===== src/hw/rtl/rct_pkg.sv =====
package rct_pkg;

  localparam int KEY_W       = 32;
  localparam int SLOT_W      = 6;
  localparam int COUNT_OUT_W = 16;

  // result status codes
  typedef enum logic [2:0] {
    ST_EXISTING = 3'd0,
    ST_NEW      = 3'd1,
    ST_FULL     = 3'd2,
    ST_NOTFOUND = 3'd3,
    ST_FREED    = 3'd4,
    ST_INVALID  = 3'd5
  } status_t;

  // request kinds
  localparam logic KIND_OPEN  = 1'b0;
  localparam logic KIND_CLOSE = 1'b1;

  typedef struct packed {
    logic             kind;
    logic [KEY_W-1:0] key;
  } in_item_t;

  typedef struct packed {
    status_t                status;
    logic [SLOT_W-1:0]      slot;
    logic [COUNT_OUT_W-1:0] count_after;
  } out_item_t;

  // outcome of a table scan, handed to the update logic
  typedef struct packed {
    logic kind;
    logic zero_key;
    logic hit;
    logic have_free;
  } scan_flags_t;

endpackage


===== src/hw/rtl/rct_update.sv =====
module rct_update
  import rct_pkg::*;
#(
  parameter int SLOTS      = 64,
  parameter int COUNT_BITS = 16
) (
  input  scan_flags_t                   flags,
  input  logic [KEY_W-1:0]              key,
  input  logic [$clog2(SLOTS)-1:0]      hit_idx,
  input  logic [$clog2(SLOTS)-1:0]      free_idx,
  input  logic [COUNT_BITS-1:0]         hit_refs,
  output logic                          wr_en,
  output logic [$clog2(SLOTS)-1:0]      wr_addr,
  output logic [KEY_W-1:0]              wr_key,
  output logic [COUNT_BITS-1:0]         wr_refs,
  output out_item_t                     res
);

  localparam int IDXW = $clog2(SLOTS);
  localparam logic [COUNT_BITS-1:0] CNT_MAX = {COUNT_BITS{1'b1}};
  localparam logic [COUNT_BITS-1:0] CNT_ONE = COUNT_BITS'(1);

  logic [IDXW-1:0]       res_idx;
  logic [COUNT_BITS-1:0] res_cnt;
  logic [IDXW+SLOT_W-1:0]           idx_ext;
  logic [COUNT_BITS+COUNT_OUT_W-1:0] cnt_ext;

  // decide write-back and result from the scan outcome
  always_comb begin
    wr_en      = 1'b0;
    wr_addr    = hit_idx;
    wr_key     = key;
    wr_refs    = hit_refs;
    res_idx    = '0;
    res_cnt    = '0;
    res.status = ST_INVALID;
    if (flags.zero_key) begin
      res.status = ST_INVALID;
    end else if (flags.kind == KIND_OPEN) begin
      if (flags.hit) begin
        res_idx = hit_idx;
        if (hit_refs == CNT_MAX) begin
          // saturated, leave the entry alone
          res.status = ST_INVALID;
          res_cnt    = CNT_MAX;
        end else begin
          wr_en      = 1'b1;
          wr_refs    = hit_refs + CNT_ONE;
          res.status = ST_EXISTING;
          res_cnt    = hit_refs + CNT_ONE;
        end
      end else if (flags.have_free) begin
        wr_en      = 1'b1;
        wr_addr    = free_idx;
        wr_refs    = CNT_ONE;
        res_idx    = free_idx;
        res_cnt    = CNT_ONE;
        res.status = ST_NEW;
      end else begin
        res.status = ST_FULL;
      end
    end else begin
      if (!flags.hit) begin
        res.status = ST_NOTFOUND;
      end else if (hit_refs <= CNT_ONE) begin
        // last reference gone, free the slot
        wr_en      = 1'b1;
        wr_key     = '0;
        wr_refs    = '0;
        res_idx    = hit_idx;
        res.status = ST_FREED;
      end else begin
        wr_en      = 1'b1;
        wr_refs    = hit_refs - CNT_ONE;
        res_idx    = hit_idx;
        res_cnt    = hit_refs - CNT_ONE;
        res.status = ST_EXISTING;
      end
    end

    // result fields carry the low bits of index and count
    idx_ext         = {{SLOT_W{1'b0}}, res_idx};
    cnt_ext         = {{COUNT_OUT_W{1'b0}}, res_cnt};
    res.slot        = idx_ext[SLOT_W-1:0];
    res.count_after = cnt_ext[COUNT_OUT_W-1:0];
  end

endmodule


===== src/hw/rtl/refcounted_shared_id_table_core.sv =====
// channel | direction | handshake            | payload
// in      | input     | in_valid / in_ready   | in_data  (kind, key)
// out     | output    | out_valid / out_ready | out_data (status, slot, count_after)
//
// A request scans the key/count memories with one read per slot, then drains the
// read pipe and writes back.
// A request with key 0 skips the scan and goes straight to the finishing step.
// After reset a clearing pass writes every slot with in_ready low.
// A stalled result waits in the output register; the next request may scan
// meanwhile and holds at write-back until that register frees up.
module refcounted_shared_id_table_core
  import rct_pkg::*;
#(
  parameter int SLOTS      = 64,
  parameter int COUNT_BITS = 16
) (
  input  logic      clk,
  input  logic      rst,
  input  logic      in_valid,
  output logic      in_ready,
  input  in_item_t  in_data,
  output logic      out_valid,
  input  logic      out_ready,
  output out_item_t out_data
);

  localparam int IDXW = $clog2(SLOTS);
  localparam logic [IDXW-1:0] LAST_IDX = IDXW'(SLOTS - 1);

  typedef enum logic [2:0] {
    S_CLEAR,
    S_IDLE,
    S_SCAN,
    S_DRAIN,
    S_FINISH
  } state_t;

  state_t state;

  // slot memories
  logic [KEY_W-1:0]      mem_key  [SLOTS];
  logic [COUNT_BITS-1:0] mem_refs [SLOTS];

  logic [IDXW-1:0]       cnt;
  logic                  rd_vld;
  logic [IDXW-1:0]       rd_idx;
  logic [KEY_W-1:0]      rd_key;
  logic [COUNT_BITS-1:0] rd_refs;

  in_item_t              req;
  scan_flags_t           flags;
  logic [IDXW-1:0]       hit_idx;
  logic [IDXW-1:0]       free_idx;
  logic [COUNT_BITS-1:0] hit_refs;

  logic                  upd_wr_en;
  logic [IDXW-1:0]       upd_wr_addr;
  logic [KEY_W-1:0]      upd_wr_key;
  logic [COUNT_BITS-1:0] upd_wr_refs;
  out_item_t             upd_res;

  logic                  fire;
  logic                  mem_we;
  logic [IDXW-1:0]       mem_waddr;
  logic [KEY_W-1:0]      mem_wkey;
  logic [COUNT_BITS-1:0] mem_wrefs;

  assign in_ready = (state == S_IDLE);
  assign fire     = (state == S_FINISH) && (!out_valid || out_ready);

  // write port: clearing pass or write-back
  always_comb begin
    if (state == S_CLEAR) begin
      mem_we    = 1'b1;
      mem_waddr = cnt;
      mem_wkey  = '0;
      mem_wrefs = '0;
    end else begin
      mem_we    = fire && upd_wr_en;
      mem_waddr = upd_wr_addr;
      mem_wkey  = upd_wr_key;
      mem_wrefs = upd_wr_refs;
    end
  end

  // memory access, read data registered
  always_ff @(posedge clk) begin
    if (mem_we) begin
      mem_key[mem_waddr]  <= mem_wkey;
      mem_refs[mem_waddr] <= mem_wrefs;
    end
    if (state == S_SCAN) begin
      rd_key  <= mem_key[cnt];
      rd_refs <= mem_refs[cnt];
    end
  end

  rct_update #(
    .SLOTS      (SLOTS),
    .COUNT_BITS (COUNT_BITS)
  ) u_update (
    .flags    (flags),
    .key      (req.key),
    .hit_idx  (hit_idx),
    .free_idx (free_idx),
    .hit_refs (hit_refs),
    .wr_en    (upd_wr_en),
    .wr_addr  (upd_wr_addr),
    .wr_key   (upd_wr_key),
    .wr_refs  (upd_wr_refs),
    .res      (upd_res)
  );

  // sequencer, scan bookkeeping and output register
  always_ff @(posedge clk) begin
    if (rst) begin
      state     <= S_CLEAR;
      cnt       <= '0;
      rd_vld    <= 1'b0;
      out_valid <= 1'b0;
      flags     <= '0;
    end else begin
      rd_vld <= (state == S_SCAN);
      rd_idx <= cnt;

      // first match and first free slot, in index order
      if (rd_vld) begin
        if (!flags.hit && rd_key == req.key) begin
          flags.hit <= 1'b1;
          hit_idx   <= rd_idx;
          hit_refs  <= rd_refs;
        end
        if (!flags.have_free && rd_key == '0) begin
          flags.have_free <= 1'b1;
          free_idx        <= rd_idx;
        end
      end

      // output transfer frees the register unless a new result lands
      if (out_valid && out_ready && !fire) begin
        out_valid <= 1'b0;
      end

      unique case (state)
        S_CLEAR: begin
          if (cnt == LAST_IDX) begin
            cnt   <= '0;
            state <= S_IDLE;
          end else begin
            cnt <= cnt + IDXW'(1);
          end
        end
        S_IDLE: begin
          if (in_valid) begin
            req             <= in_data;
            flags.kind      <= in_data.kind;
            flags.zero_key  <= (in_data.key == '0);
            flags.hit       <= 1'b0;
            flags.have_free <= 1'b0;
            cnt             <= '0;
            state           <= (in_data.key == '0) ? S_FINISH : S_SCAN;
          end
        end
        S_SCAN: begin
          if (cnt == LAST_IDX) begin
            cnt   <= '0;
            state <= S_DRAIN;
          end else begin
            cnt <= cnt + IDXW'(1);
          end
        end
        S_DRAIN: begin
          state <= S_FINISH;
        end
        S_FINISH: begin
          if (fire) begin
            out_data  <= upd_res;
            out_valid <= 1'b1;
            state     <= S_IDLE;
          end
        end
        default: begin
          state <= S_IDLE;
        end
      endcase
    end
  end

  // a taken request blocks the input until its result is written
  a_one_in_flight: assert property (@(posedge clk) disable iff (rst)
    (in_valid && in_ready) |=> !in_ready)
    else $error("input accepted twice without a write-back");

  // match and free slot can never be the same entry
  a_hit_free_apart: assert property (@(posedge clk) disable iff (rst)
    (flags.hit && flags.have_free) |-> (hit_idx != free_idx))
    else $error("matched slot also seen as free");

  // freed slots report zero, claimed slots report one
  a_result_counts: assert property (@(posedge clk) disable iff (rst)
    out_valid |-> ((out_data.status != ST_FREED || out_data.count_after == '0) &&
                   (out_data.status != ST_NEW || out_data.count_after == COUNT_OUT_W'(1))))
    else $error("result count inconsistent with status");

  // no write-back outside the finishing step after reset clearing
  a_write_only_at_finish: assert property (@(posedge clk) disable iff (rst)
    (mem_we && state != S_CLEAR) |-> (state == S_FINISH && !flags.zero_key))
    else $error("unexpected memory write");

endmodule

===== config.mk =====
export PLATFORM = sky130hd
export DESIGN_NAME = refcounted_shared_id_table_core
export DESIGN_NICKNAME = d
export VERILOG_FILES = /design/src/hw/rtl/rct_pkg.sv /design/src/hw/rtl/rct_update.sv /design/src/hw/rtl/refcounted_shared_id_table_core.sv
export SDC_FILE = /design/constraint.sdc
export NUM_CORES = 2
export LEC_CHECK = 0
export BUFFER_PORTS_ARGS = -buffer_cell sky130_fd_sc_hd__buf_2
export CORE_UTILIZATION = 50
export CTS_CLUSTER_SIZE = 28
export DETAILED_ROUTE_END_ITERATION = 12
export PLACE_DENSITY = 0.65
export SKIP_LAST_GASP = 1
export SLEW_MARGIN = 25
export SYNTH_ARGS = -nofsm -noshare
export SYNTH_HDL_FRONTEND = slang
export SYNTH_SLANG_ARGS = --single-unit

===== constraint.sdc =====
create_clock -name clk -period 15.7 [get_ports clk]
set_clock_uncertainty 0.15 [all_clocks]
set_input_delay 0.785 -clock clk [delete_from_list [all_inputs] [get_ports clk]]
set_output_delay 0.785 -clock clk [all_outputs]
set_load 0.01 [all_outputs]

==> metrics.md <==
| Metric | Value |
|---|---|
| Critical path launch point | cnt[0] |
| R2r worst-path depth | 8 |
| Avg Synthesized Cell Area | about 22 sq um |
| Worst skew pair latency | around 0.96 ns |
| Gr busiest metal | met2 |
| Syn nets | ~5.6k |
| Slew Limit Fails | 0 |
| Post-CTS Setup Inserts | 0 |
| Antenna Nets Post-Route | 0 |
| CTS tree | done |
| R2R Path End | rd_key[4] |
| Max cap viols | 0 |
| Setup TNS | 0 ns |
| YS warnings | 0 |
| CTS Root Buffer Type | clkbuf_16 |
| Largest net degree at the start of global routing | ~150 |
| Most frequent CP cell | buf_4 |
| Gate Count Post-Synth | 5597 |
| Most frequent cells in the layout | edfxtp_1, mux4_2, clkbuf_16 |
| Critical path arrival | between 6 and 7 ns |
| Worst min-delay path category | input pin to flip-flop |
| Reg2reg setup slack | roughly 10 ns |
| Setup crit start kind | flip-flop |
| CTS Buffer Depth | 4 |
| Fillers | ~18k |
| Unrepaired setup endpoints after global routing | false |
| Global Route met3 Usage | about 4.3% |
| Worst-Margin Slew | 1.17 ns |
| Wirelength per Cell | ~36 um |
| Dpl cell area | about 130000 sq um |
| CP Capture Type | flip-flop |
| Seq/Total Area, Yosys | 77.8% |
| Hold_sp | out_ready |
| M1 GR Usage | between 30 and 40% |
| Core Rows | 182 |
| Initial core utilization | roughly half |
| Die Span X | around 500 um |
| Final worst-path cycle share | a little under two fifths |
| Post-synth EDFFs | approximately 3.2k |
| CTS Sinks | between 3k and 4k |
| Nets | just under 6k |
| DIE AREA | ~250000 sq um |
| Crit Path Class | flip-flop to flip-flop |
| Multi-input gate area | between 20000 and 30000 sq um |
| Core area | 247000 sq um |
| Layout cell share with drive strength beyond 1 | 26.5% |
| P per Cell Area | 126 nW/um^2 |
| # resized after CTS | 0 |
| Layout area overhead | 12.6% |
| Fin. Hold Viols | 0 |
| Synth top area cells | edfxtp_1, mux4_2, mux2i_1 |
| Chip height | between 500 and 600 um |
| Top Ports | 64 |
| Vias per inst | around 6.7 |
| Fmax achieved | about 0.17 GHz |
| Iter 0 DRT Violations | roughly 9.5k |
| DRT Pass-1 Iters | 8 |
| Seq cells post-synth | around 3.2k |
| Area leader, netlist | edfxtp_1 |
| Via count | around 63k |
| CP Max Fanout | 101 |
| Hold path cells | 4 |
| Initial antenna violation count | 14 |
| Total Routing Usage GR | 27.2% |
| DRC Markers | 0 |
| VDD IR max | 0.106 mV |
| Share of the synthesized area in the top cell type | around 78% |
| Worst Path Required | about 16 ns |
| Crit path cell chain | buf_4 -> buf_12 -> buf_4 -> buf_4 -> mux4_2 -> a22oi_1 -> a21oi_1 -> or3_1 |
| Vias in the first global route | 61.2k |
| Wire length of the first global-routing pass | roughly 470000 um |
| Placer's final routability congestion estimate | about 0.9 |
| CTS clock-pin slew for the worst setup and hold paths | about 0.06 ns |
| Max_slew headroom | 21.5% |
| Gr ovfl total | 0 |
| Critical path's largest stage delay | between 0.8 and 0.9 ns |
| Port bufs | 63 |
| Run status | finished clean |
| Post-Syn Area | between 100000 and 150000 sq um |
| Cts bufs inserted | approximately 330 |
| Leak Pwr | between 40 and 50 nW |
| DRT Wirelength | between 300000 and 400000 um |
| Post-synth ARST share | 0% |
| DP HPWL | 176000 um |
| Met2 GRT Util | 42.1% |
| CP max stage cell | buf_4 |
| Design area | 140000 sq um |
| Top_reg_cell synth | edfxtp_1 |
| Sequential cell area | just under 100000 sq um |
| Post-synth cell types | between 60 and 70 |
| CTS HTree Levels | 5 |
| Final setup viols | 0 |
| Period minus WS final | 5.97 ns |
| Cts hold-fix bufs | 35 |
| Hold EP | out_valid |
| Worst r2r src | cnt[0] |
| Commonest non-fill, non-tap cell in the layout | edfxtp_1 |
[where the power goes]
group | internal [mW] | switching, mW | total [mW] | leakage (nW)
Sequential | 9.39 | 0.0235 | 9.41 | 31.5
Combinational | 0.395 | 0.480 | 0.875 | 8.69
Clock | 4.21 | 3.15 | 7.36 | 4.83
[critical path: cells and delay by family (launching register included)]
| kind | cells | cell delay [ns] |
|---|---|---|
| muxes | 1 | 0.60 |
| buffers and inverters | 4 | 3.11 |
| and+or+nand+nor | 1 | 0.38 |
| AOI/OAI and AO/OA | 2 | 0.36 |
| DFF | 1 | 0.81 |
[state kept, by name (all words and copies together) (netlist names), 4 cells and up]
| name | cells |
|---|---|
| mem_key | 2048 |
| mem_refs | 1024 |
| rd_key | 32 |
| req | 32 |
| out_data | 25 |
| hit_refs | 16 |
| rd_refs | 16 |
| cnt | 6 |
| free_idx | 6 |
| hit_idx | 6 |
| rd_idx | 6 |
| flags | 4 |
[cell usage after synthesis, types with 4 or more instances]
cell and number:
nor2b_1 15, clkbuf_1 160, o21ai_0 46, xnor2_1 15
nor3b_1 5, buf_6 20, a22o_1 7, a22oi_1 141
nor4_1 29, o31a_1 6, o22ai_1 44, and4_1 5
xor2_1 38, a2111oi_0 39, ha_1 5, o32ai_1 4
nand2b_1 11, buf_1 27, nand2_1 79, and2_1 40
edfxtp_1 3211, a211oi_1 17, inv_1 14, o211ai_1 5
dfxtp_1 15, nand4_1 18, a21oi_1 109, mux4_2 795
nand3_1 21, buf_4 32, a221oi_1 7, buf_2 80
nor3_1 46, nand3b_1 5, and3_1 11, or3_1 38
mux2i_1 156, mux2_2 7, o21a_1 5, a31oi_1 9
o221ai_1 4, nor2_1 202, a211o_1 5, o31ai_1 8
[layout make-up]
type                    count  area share, %
diodes                     14         0.0250
clock inverters           157          0.887
well taps                3312           2.96
multi-input cells        2037           19.2
flip-flops and latches   3226           69.1
repair buffers            279           1.62
inverters                  15         0.0402
clock buffers             405           6.17
[routing by layer]
metal / wire [um] / part of all wire (%)
met1: 131000 / 39
met2: 160000 / 47
met4: 12500 / 3.7
met3: 35800 / 11
met5: 0 / 0
[metrics by stage]
step / total power [mW] / hold WS (ns) / std cells / utilization, % / setup WS [ns]
6_report: 17.7 / 0.0871 / 9445 / 56.8 / 9.73
5_1_grt: 18.1 / 0.0764 / 9443 / 56.8 / 9.14
4_1_cts: 17.7 / 0.0266 / 9429 / 56.7 / 9.57
3_5_place_dp: 10.5 / 0.256 / 8832 / 52.6 / 9.58
3_3_place_gp: 10.5 / 0.254 / 8826 / 52.5 / 9.60
2_1_floorplan: 10.2 / 0.250 / 5597 / - / 6.98
[worst max-delay path by stage]
stage	to	slack (ns)	cells after the start
after floorplan	mem_refs[0][12]	6.98	7
after global placement	rd_key[10]	9.60	8
after detailed placement	rd_key[4]	9.58	8
after CTS	rd_key[4]	9.57	8
after global routing	rd_key[7]	9.14	8
final	rd_key[4]	9.73	8
[cells by family after synthesis]
group | count (synthesis) | synth area share, %
xor+xnor | 53 | 0.373
compound gates | 484 | 2.66
buf+inv | 334 | 1.31
flops | 3226 | 77.8
fa+ha+maj | 5 | 0.0503
simple gates | 537 | 2.13
mux | 958 | 15.7
Power figures use the tool's default switching activity.
